===== src/rtl/flame_gas_alarm_latch_assert.svh =====
// Assertion macros for the flame and gas alarm latch.
`ifndef FLAME_GAS_ALARM_LATCH_ASSERT_SVH
`define FLAME_GAS_ALARM_LATCH_ASSERT_SVH

// check that a condition on one edge implies a consequence on the same edge
`define FGAL_ASSERT_IMP(label, ante, cons) \
    label: assert property (@(posedge clk) disable iff (!rst_n) (ante) |-> (cons)) \
        else $error("alarm latch check failed");

// check that a condition on one edge implies a consequence on the next edge
`define FGAL_ASSERT_NEXT(label, ante, cons) \
    label: assert property (@(posedge clk) disable iff (!rst_n) (ante) |=> (cons)) \
        else $error("alarm latch sequence check failed");

`endif


===== src/rtl/fgal_pkg.sv =====
// Types and constants shared by the flame and gas alarm latch.
package fgal_pkg;

    localparam int SAMPLE_W = 12;
    localparam int TICKS_W  = 32;
    localparam int CFG_IDX_W = 3;

    typedef logic [SAMPLE_W-1:0]  sample_t;
    typedef logic [TICKS_W-1:0]   ticks_t;
    typedef logic [CFG_IDX_W-1:0] cfg_index_t;

    localparam cfg_index_t REG_FLAME_TRIGGER = 3'd0;
    localparam cfg_index_t REG_FLAME_REARM   = 3'd1;
    localparam cfg_index_t REG_GAS_TRIGGER   = 3'd2;
    localparam cfg_index_t REG_GAS_REARM     = 3'd3;
    localparam cfg_index_t REG_SUSTAIN_TICKS = 3'd4;

    localparam sample_t FLAME_TRIGGER_RST = 12'd500;
    localparam sample_t FLAME_REARM_RST   = 12'd10;
    localparam sample_t GAS_TRIGGER_RST   = 12'd1200;
    localparam sample_t GAS_REARM_RST     = 12'd800;
    localparam ticks_t  SUSTAIN_TICKS_RST = 32'd42000000;

endpackage


===== src/rtl/flame_gas_alarm_latch.sv =====
// Flame and gas alarm latch: poll register, alarm state update and result register.
// An accepted request moves from the poll register to the result register.
// Throughput: one request per clock unless stalled; the latch state feeds back on itself.
// The request side stalls only while the poll register holds a request and the result
// register is full and stalled.
// Reset: all latches, blocks, tick count and valid flags clear; thresholds take defaults.
`include "flame_gas_alarm_latch_assert.svh"

module flame_gas_alarm_latch (
    input  logic                 clk,
    input  logic                 rst_n,
    input  logic                 cfg_write,
    input  fgal_pkg::cfg_index_t cfg_index,
    input  fgal_pkg::ticks_t     cfg_data,
    input  logic                 in_valid,
    output logic                 in_stall,
    input  fgal_pkg::sample_t    flame_sample,
    input  fgal_pkg::sample_t    gas_sample,
    input  logic                 clear_pressed,
    input  fgal_pkg::ticks_t     elapsed_ticks,
    output logic                 out_valid,
    input  logic                 out_stall,
    output logic                 emergency_active,
    output logic                 gas_active,
    output logic                 emergency_raised,
    output logic                 gas_raised,
    output logic                 flame_cleared,
    output logic                 gas_cleared,
    output logic                 flame_counting
);

    import fgal_pkg::*;

    sample_t flame_trigger_reg;
    sample_t flame_rearm_reg;
    sample_t gas_trigger_reg;
    sample_t gas_rearm_reg;
    ticks_t  sustain_ticks_reg;

    logic    p_valid_reg;
    sample_t p_flame_reg;
    sample_t p_gas_reg;
    logic    p_pressed_reg;
    ticks_t  p_dt_reg;

    logic   em_latch_reg, em_latch_next;
    logic   em_block_reg, em_block_next;
    logic   gas_latch_reg, gas_latch_next;
    logic   gas_block_reg, gas_block_next;
    ticks_t high_ticks_reg, high_ticks_next;
    logic   baseline_reg, baseline_next;
    logic   armed_reg, armed_next;
    logic   saw_release_reg, saw_release_next;

    logic   out_valid_reg;
    logic   em_active_reg, gas_active_reg, em_raised_reg, gas_raised_reg;
    logic   f_clr_reg, g_clr_reg, counting_reg;

    logic   e_raised, g_raised, f_clr, g_clr, counting;
    logic [TICKS_W:0] tick_sum;

    logic   advance;
    logic   take;
    logic   in_accept;

    assign advance   = !out_valid_reg || !out_stall;
    assign take      = p_valid_reg && advance;
    assign in_stall  = p_valid_reg && !advance;
    assign in_accept = in_valid && !in_stall;

    // configuration registers
    always_ff @(posedge clk or negedge rst_n)
    begin
        if (!rst_n)
        begin
            flame_trigger_reg <= FLAME_TRIGGER_RST;
            flame_rearm_reg   <= FLAME_REARM_RST;
            gas_trigger_reg   <= GAS_TRIGGER_RST;
            gas_rearm_reg     <= GAS_REARM_RST;
            sustain_ticks_reg <= SUSTAIN_TICKS_RST;
        end
        else if (cfg_write)
        begin
            unique case (cfg_index)
                REG_FLAME_TRIGGER: flame_trigger_reg <= cfg_data[SAMPLE_W-1:0];
                REG_FLAME_REARM:   flame_rearm_reg   <= cfg_data[SAMPLE_W-1:0];
                REG_GAS_TRIGGER:   gas_trigger_reg   <= cfg_data[SAMPLE_W-1:0];
                REG_GAS_REARM:     gas_rearm_reg     <= cfg_data[SAMPLE_W-1:0];
                REG_SUSTAIN_TICKS: sustain_ticks_reg <= cfg_data;
                default:           ;
            endcase
        end
    end

    // poll register
    always_ff @(posedge clk or negedge rst_n)
    begin
        if (!rst_n)
            p_valid_reg <= 1'b0;
        else if (!in_stall)
            p_valid_reg <= in_valid;
    end

    always_ff @(posedge clk)
    begin
        if (in_accept)
        begin
            p_flame_reg   <= flame_sample;
            p_gas_reg     <= gas_sample;
            p_pressed_reg <= clear_pressed;
            p_dt_reg      <= elapsed_ticks;
        end
    end

    // alarm state update
    always_comb
    begin
        em_latch_next    = em_latch_reg;
        em_block_next    = em_block_reg;
        gas_latch_next   = gas_latch_reg;
        gas_block_next   = gas_block_reg;
        high_ticks_next  = high_ticks_reg;
        baseline_next    = baseline_reg;
        armed_next       = armed_reg;
        saw_release_next = saw_release_reg;
        e_raised         = 1'b0;
        g_raised         = 1'b0;
        f_clr            = 1'b0;
        g_clr            = 1'b0;
        counting         = 1'b0;
        tick_sum         = {1'b0, high_ticks_reg} + {1'b0, p_dt_reg};

        if (em_latch_reg || gas_latch_reg)
        begin
            if (!p_pressed_reg)
            begin
                saw_release_next = 1'b1;
                armed_next       = 1'b1;
            end
            else if (saw_release_reg && armed_reg)
            begin
                armed_next     = 1'b0;
                f_clr          = em_latch_reg;
                g_clr          = gas_latch_reg;
                em_latch_next  = 1'b0;
                em_block_next  = 1'b1;
                gas_latch_next = 1'b0;
                gas_block_next = 1'b1;
            end
        end

        if (p_flame_reg < flame_rearm_reg)
            em_block_next = 1'b0;
        if (!baseline_reg)
            high_ticks_next = '0;
        else
        begin
            counting = (p_flame_reg >= flame_trigger_reg) && !em_latch_next
                       && !em_block_next && !gas_latch_next;
            if (counting)
            begin
                if (tick_sum >= {1'b0, sustain_ticks_reg})
                begin
                    em_latch_next   = 1'b1;
                    e_raised        = 1'b1;
                    high_ticks_next = '0;
                end
                else
                    high_ticks_next = tick_sum[TICKS_W-1:0];
            end
            else
                high_ticks_next = '0;
        end

        if (p_gas_reg < gas_rearm_reg)
            gas_block_next = 1'b0;
        if ((p_gas_reg >= gas_trigger_reg) && !gas_latch_next && !gas_block_next
            && !em_latch_next)
        begin
            gas_latch_next = 1'b1;
            g_raised       = 1'b1;
        end

        if (p_flame_reg < flame_trigger_reg)
            baseline_next = 1'b1;
    end

    always_ff @(posedge clk or negedge rst_n)
    begin
        if (!rst_n)
        begin
            em_latch_reg    <= 1'b0;
            em_block_reg    <= 1'b0;
            gas_latch_reg   <= 1'b0;
            gas_block_reg   <= 1'b0;
            high_ticks_reg  <= '0;
            baseline_reg    <= 1'b0;
            armed_reg       <= 1'b0;
            saw_release_reg <= 1'b0;
        end
        else if (take)
        begin
            em_latch_reg    <= em_latch_next;
            em_block_reg    <= em_block_next;
            gas_latch_reg   <= gas_latch_next;
            gas_block_reg   <= gas_block_next;
            high_ticks_reg  <= high_ticks_next;
            baseline_reg    <= baseline_next;
            armed_reg       <= armed_next;
            saw_release_reg <= saw_release_next;
        end
    end

    // result register
    always_ff @(posedge clk or negedge rst_n)
    begin
        if (!rst_n)
            out_valid_reg <= 1'b0;
        else if (advance)
            out_valid_reg <= p_valid_reg;
    end

    always_ff @(posedge clk)
    begin
        if (take)
        begin
            em_active_reg  <= em_latch_next;
            gas_active_reg <= gas_latch_next;
            em_raised_reg  <= e_raised;
            gas_raised_reg <= g_raised;
            f_clr_reg      <= f_clr;
            g_clr_reg      <= g_clr;
            counting_reg   <= counting;
        end
    end

    assign out_valid        = out_valid_reg;
    assign emergency_active = em_active_reg;
    assign gas_active       = gas_active_reg;
    assign emergency_raised = em_raised_reg;
    assign gas_raised       = gas_raised_reg;
    assign flame_cleared    = f_clr_reg;
    assign gas_cleared      = g_clr_reg;
    assign flame_counting   = counting_reg;

    `FGAL_ASSERT_IMP(a_raise_sets_latch, out_valid && emergency_raised, emergency_active && flame_counting)
    `FGAL_ASSERT_IMP(a_gas_yields_to_flame, out_valid && gas_raised, !emergency_active)
    `FGAL_ASSERT_IMP(a_clear_drops_gas, out_valid && gas_cleared && !gas_raised, !gas_active)
    `FGAL_ASSERT_NEXT(a_take_fills_result, take, out_valid_reg)

endmodule

===== config.mk =====
export PLATFORM = sky130hd
export DESIGN_NAME = flame_gas_alarm_latch
export DESIGN_NICKNAME = d
export VERILOG_FILES = /design/src/rtl/fgal_pkg.sv /design/src/rtl/flame_gas_alarm_latch.sv
export VERILOG_INCLUDE_DIRS = /design/src /design/src/rtl
export SDC_FILE = /design/constraint.sdc
export NUM_CORES = 1
export LEC_CHECK = 0
export ABC_AREA = 1
export BUFFER_PORTS_ARGS = -buffer_cell sky130_fd_sc_hd__buf_2
export CORE_UTILIZATION = 23
export CTS_CLUSTER_SIZE = 8
export DETAILED_ROUTE_END_ITERATION = 6
export PLACE_DENSITY = 0.39
export SETUP_SLACK_MARGIN = 0.05
export SLEW_MARGIN = 25
export SYNTH_ARGS = -nofsm -noshare
export SYNTH_HDL_FRONTEND = slang
export SYNTH_SLANG_ARGS = --single-unit

===== constraint.sdc =====
create_clock -name clk -period 3.73 [get_ports clk]
set_input_delay 0.373 -clock clk [delete_from_list [all_inputs] [get_ports clk]]
set_output_delay 0.373 -clock clk [all_outputs]
set_load 0.1 [all_outputs]

==> results of run 1 <==
timing repair:
item | in CTS | in global routing
gates resized for setup | 39 | 51
pin swaps | 16 | 25
hold endpoints to repair | 0 | 44
buffers inserted | 6 | 5
hold buffers | 0 | 1
setup endpoints to repair | 38 | 38
power groups by stage:
stage	Clock, mW	Sequential, mW	Combinational (mW)
6_report	1.92	2.66	3.29
4_1_cts	1.99	2.67	3.11
5_1_grt	2.06	2.70	3.70
2_1_floorplan	0	2.81	1.64
3_3_place_gp	0	2.70	2.94
3_5_place_dp	0	2.70	2.94
final timing paths:
path	from	end
max	p_dt_reg[0]$_DFFE_PP_	high_ticks_reg[16]$_DFFE_PN0P_
min	gas_sample[7]	p_gas_reg[7]$_DFFE_PP_
max reg2reg	p_dt_reg[0]$_DFFE_PP_	high_ticks_reg[16]$_DFFE_PN0P_
min reg2reg	baseline_reg$_DFFE_PN0P_	baseline_reg$_DFFE_PN0P_
max in group asynchronous	rst_n	sustain_ticks_reg[23]$_DFFE_PN1P_
min in group asynchronous	rst_n	out_valid$_DFFE_PN0N_
synthesized netlist by cell type, types with 11 or more instances:
master	count
edfxtp_1	64
nor2_1	86
inv_1	163
ha_1	110
nand2_1	256
xor2_1	18
a21oi_1	87
dfrtp_1	97
xnor2_1	11
o21ai_0	82
nand3_1	43
clkbuf_1	17
dfstp_2	24
area by class of cell:
| cell class | count | area share (%) |
|---|---|---|
| clock inverters | 9 | 0.637 |
| well taps | 592 | 5.47 |
| multi-input cells | 784 | 37.9 |
| flip-flops and latches | 185 | 36.8 |
| repair buffers | 221 | 10.8 |
| clock buffers | 23 | 3.85 |
| inverters | 165 | 4.59 |
layer usage:
| layer | track usage, % | up-vias | part of all wire, % |
|---|---|---|---|
| met5 | 0 | - | 0.042 |
| met4 | 3.95 | 2 | 1.6 |
| met3 | 2.68 | 25 | 2.9 |
| met2 | 23.9 | 114 | 49 |
| met1 | 17.8 | 3904 | 46 |
| li1 | - | 4264 | - |
through the flow:
stage               std cells  setup WS, ns
floorplan                1156         0.310
global placement         1935        -0.285
detailed placement       1935        -0.296
CTS                      1973       -0.0850
global route             1979        -0.233
finish                   1979        0.0142
worst max-delay path, stage by stage, from the launching register on:
cell and delay [ns]:
edfxtp_1 0.41, ha_2 0.22, inv_2 0.05, fa_2 0.19
nand3b_1 0.13, nand2_2 0.09, a21oi_4 0.24, o21ai_4 0.08
a21oi_2 0.17, o21bai_2 0.09, a21oi_2 0.14, xor2_1 0.21
inv_1 0.10, ha_4 0.29, nand4_1 0.14, buf_4 0.18
buf_4 0.12, nor2_1 0.08, nand3_1 0.08, nand2_1 0.07
nor2_1 0.05, nand2_2 0.10, inv_4 0.06, buf_12 0.15
nand3_1 0.09, nand2_1 0.05
cells by family after synthesis:
family | Yosys count | share of synthesized area, %
AO/OA/AOI/OAI | 222 | 12.2
XOR/XNOR | 29 | 2.46
adder cells (fa/ha/maj) | 111 | 13.5
buffers and inverters | 187 | 6.95
flip-flops | 185 | 48.1
AND/OR/NAND/NOR | 422 | 16.7
==> impl_metrics.tcl, run 1 <==
set metrics [dict create \
    status "complete, no violations" \
    syn_inst 1156 \
    cts_tree "yes" \
    fin_util_pct 30.6 \
    clkPwrFrac_pct 24.4 \
    ys_ff_latch 185 \
    hp-class "in -> reg" \
    power_switching_mw 3.01 \
    cp.arrival_ns 4.07 \
    max_slew_margin_pct 36.1 \
    rows 77 \
    antenna_found_initial 1 \
    grt_overflow 0 \
    avgRoutedWirePerCell_um 15.7 \
    holdPathStages 1 \
    grt_pass1_vias 8420 \
    seq_area_um2 4980 \
    p_comb_share_pct 41.8 \
    cts_buffer_depth 2 \
    reg2reg_depth 25 \
    endpoint_kind "flip-flop" \
    final_common_cell "nand2_1" \
    synth_top_cell_area_share_pct 23.5 \
    yosysTopAreaCell "dfrtp_1" \
    cts_root_buf "clkbuf_16" \
    cap_violations 0 \
    placed_area_um2 12400 \
    fin_skew_ns 0.0153 \
    p_leak_nw 6.54 \
    min_period_over_period_pct 99.6 \
    ys.flop_type "dfrtp_1" \
    start_util_pct 23.3 \
    vias 8309 \
    synth_area_leaders "dfrtp_1 23%, edfxtp_1 19%, ha_1 13%" \
    first_pass_iters 5 \
    intPower_mw 4.86 \
    yosysUniqueCellTypes 47 \
    rrSetupSlack_ns 0.01 \
    worst-path-max-fanout 14 \
    synthesis.area_um2 10300 \
    viasPerCell 4.20 \
    antennaDiodeCount 0 \
    critical_path_class "reg -> reg" \
    clkSinkCount 185 \
    min_period_ns 3.72 \
    finalPower_mw 7.87 \
    synth_edf_count 64 \
    grt_util_all_layers_pct 13.9 \
    rsz0062_at_grt "yes" \
    die_y_um 214 \
    tns_ns 0 \
    syn_avg_cell_area_um2 8.95 \
    place_congestion 0.848 \
    place.port_buffers 105 \
    switching_share_pct 38.3 \
    yosysWarnings 0 \
    worst_pin_slew_ns 0.956 \
    vdd_ir_drop_max_uv 288 \
    design_area_um2 13500 \
    grt_pass1_wl_um 48300 \
    synth_fp_nets 1364 \
    slew_violations 0 \
    io-pin-count 106 \
    setup_viol 0 \
    synth-async-reset-ratio_pct 65.4 \
    dieArea_um2 45800 \
    multi_input_area_um2 5140 \
    seq_area_frac_synth_pct 48.1 \
    postRouteAntennaNets 0 \
    fill_cells 4760 \
    nets 1582 \
    routed_wl_um 31100 \
    drt-initial-drc-count 450 \
    fmax_mhz 269 \
    fin_hold_ws_ns 0.0815 \
    drc_errors 0 \
    hpwl_um 23600 \
    mostFrequentLayoutCells "242 x nand2_1, 160 x inv_1, 109 x buf_4, 104 x buf_2, 101 x ha_1" \
    seqPwrFrac_pct 33.8 \
    powerDensity_nw_per_um2 581 \
    cp.required_ns 4.08 \
    die_w_um 214 \
    clk_pin_slew_ns 0.08 \
    core-area_um2 44300 \
    grt_max_degree 67 \
    hold_viol_final 0 \
    cts-buffers-inserted 17 \
    startpoint_type "flip-flop" \
    synthToLayoutAreaGrowth_pct 31.0 \
    cts_htree_levels 4 \
    insertion_delay_ns 0.46 \
    drive_above_1_share_pct 27.0 \
]
No activity file was read; power rests on OpenSTA's default activity.
==> inputs of run 2 (changes only) <==
CORE_UTILIZATION = 60   (was 23)
PLACE_DENSITY = 0.82   (was 0.39)
==> run 2 against run 1 <==
The run now ends with hold timing, setup timing left. Worst hold slack lost 0.11 ns. Combinational power down 6.7%. Setup slack worse by 0.17 ns. Global-route usage increased by 15 points. Non-clock buffer count fell by 66. Clock skew down 0.0011 ns. Count of clock-buffer cells in the layout is 5 lower. Highest routed layer is now met4. Register-to-register slack got worse by 0.17 ns.
==> impl_metrics.tcl, run 2 (same netlist as run 1, synthesis figures left out) <==
set metrics [dict create \
    postRouteAntennaNets 0 \
    cts_buffer_depth 2 \
    critical-path-top-delay-family "simple AND/OR/NAND/NOR gates" \
    grt_max_degree 51 \
    start_util_pct 61.9 \
    fmax_mhz 257 \
    final_common_cell "nand2_1" \
    rsz0062_at_grt "yes" \
    min_period_over_period_pct 104 \
    hpwl_um 18100 \
    cp_num_buf_inv 6 \
    avgRoutedWirePerCell_um 17.0 \
    place_inst 1488 \
    cp.required_ns 4.04 \
    place.port_buffers 105 \
    rows 47 \
    violations "hold timing, setup timing" \
    hold_viol_final 6 \
    setup_viol 36 \
    clk_pin_slew_ns 0.07 \
    finalPower_mw 7.43 \
    dieArea_um2 17800 \
    grt_pass1_wl_um 40300 \
    hp-class "in -> async" \
    startpoint_type "flip-flop" \
    vdd_ir_drop_max_uv 460 \
    drt-initial-drc-count 818 \
    first_pass_iters 6 \
    die_w_um 133 \
    fin_hold_ws_ns -0.0245 \
    fin_skew_ns 0.0142 \
    nets 1517 \
    cts_htree_levels 4 \
    worst_slack_ns -0.157 \
    min_period_ns 3.89 \
    antenna_found_initial 0 \
    grt_util_all_layers_pct 29.4 \
    synthToLayoutAreaGrowth_pct 19.7 \
    antennaDiodeCount 0 \
    final_cells 1542 \
    vias 8726 \
    die_y_um 133 \
    mostFrequentLayoutCells "248 x nand2_1, 159 x inv_1, 104 x buf_2, 100 x ha_1, 97 x dfrtp_1" \
    clkSinkCount 185 \
    endpoint_kind "flip-flop" \
    fill_cells 1194 \
    holdBufCountCts 0 \
    status "finished with violations" \
    worst-path-max-fanout 11 \
    cap_violations 0 \
    critical_path_class "reg -> reg" \
    viasPerCell 5.66 \
    cts-buffers-inserted 17 \
    drive_above_1_share_pct 22.0 \
    grt_pass1_vias 8254 \
    cts_root_buf "clkbuf_16" \
    p_leak_nw 6.15 \
    worst_pin_slew_ns 0.837 \
    grt_overflow 0 \
    cts_tree "yes" \
    cp_slowest_cell "edfxtp_1" \
    routed_wl_um 26300 \
    io-pin-count 106 \
    max_slew_margin_pct 44.0 \
    max_stage_delay_ns 0.39 \
    fin_util_pct 74.1 \
    powerDensity_nw_per_um2 600 \
    core-area_um2 16700 \
    cp.arrival_ns 4.20 \
    insertion_delay_ns 0.44 \
    slew_violations 0 \
    drc_errors 0 \
    place_congestion 0.920 \
]
run 2: timing repair:
action / CTS / global route
buffers inserted: 13 / 8
gates resized for setup: 19 / 47
endpoints found under the setup margin: 38 / 38
gates cloned: 1 / 1
pin swaps: 14 / 14
run 2: path summary, 6_finish.rpt:
| path | start | end | slack (ns) | depth (start not counted) |
|---|---|---|---|---|
| worst max-delay path | p_dt_reg[6]$_DFFE_PP_ | high_ticks_reg[26]$_DFFE_PN0P_ | -0.16 | 26 |
| worst min-delay path | rst_n | gas_trigger_reg[8]$_DFFE_PN0P_ | -0.02 | 1 |
| worst max register to register | p_dt_reg[6]$_DFFE_PP_ | high_ticks_reg[26]$_DFFE_PN0P_ | -0.16 | 26 |
| worst min register to register | saw_release_reg$_DFFE_PN0P_ | saw_release_reg$_DFFE_PN0P_ | 0.48 | 2 |
| max in group asynchronous | rst_n | gas_trigger_reg[7]$_DFFE_PN1P_ | 2.75 | 2 |
| min in group clk | flame_sample[9] | p_flame_reg[9]$_DFFE_PP_ | 0.10 | 1 |
run 2: power breakdown:
group	internal, mW	switching [mW]
Clock	0.870	0.820
Combinational	1.18	1.89
Sequential	2.49	0.180
Total	4.53	2.89
run 2: layout make-up:
type	count	area, um2	share of cell area, %
Multi-Input combinational cell	785	5020	40.6
Sequential cell	185	4980	40.2
Timing Repair Buffer	155	941	7.60
Tap cell	220	275	2.22
Inverter	165	622	5.02
Clock buffer	18	429	3.47
Clock inverter	14	109	0.879
run 2: layer usage:
| layer | vias up | share of wire, % | track usage (%) |
|---|---|---|---|
| li1 | 4144 | - | - |
| met1 | 4078 | 42 | 40.6 |
| met2 | 426 | 47 | 46.8 |
| met3 | 78 | 7.6 | 5.06 |
| met4 | 0 | 3.4 | 10.7 |
| met5 | - | 0 | 0 |
run 2: stage by stage:
stage | instance area (um2) | hold WS (ns) | TNS [ns] | setup slack [ns]
finish | 12400 | -0.0245 | -4.47 | -0.157
global placement | 11300 | 0.457 | 0 | 0.0128
global route | 12400 | 0.0310 | -11.25 | -0.340
floorplan | 10300 | 0.0774 | 0 | 0.310
detailed placement | 11300 | 0.464 | -4.19 | -0.176
CTS | 12000 | 0.0119 | -1.50 | -0.0895
run 2: worst register-to-register path, delay by kind of cell (launching register included):
family / cells / cell delay, ns
adder cells (fa/ha/maj): 2 / 0.66
AND/OR/NAND/NOR: 15 / 1.48
flip-flops: 1 / 0.39
buffers and inverters: 6 / 0.67
AO/OA/AOI/OAI: 3 / 0.54
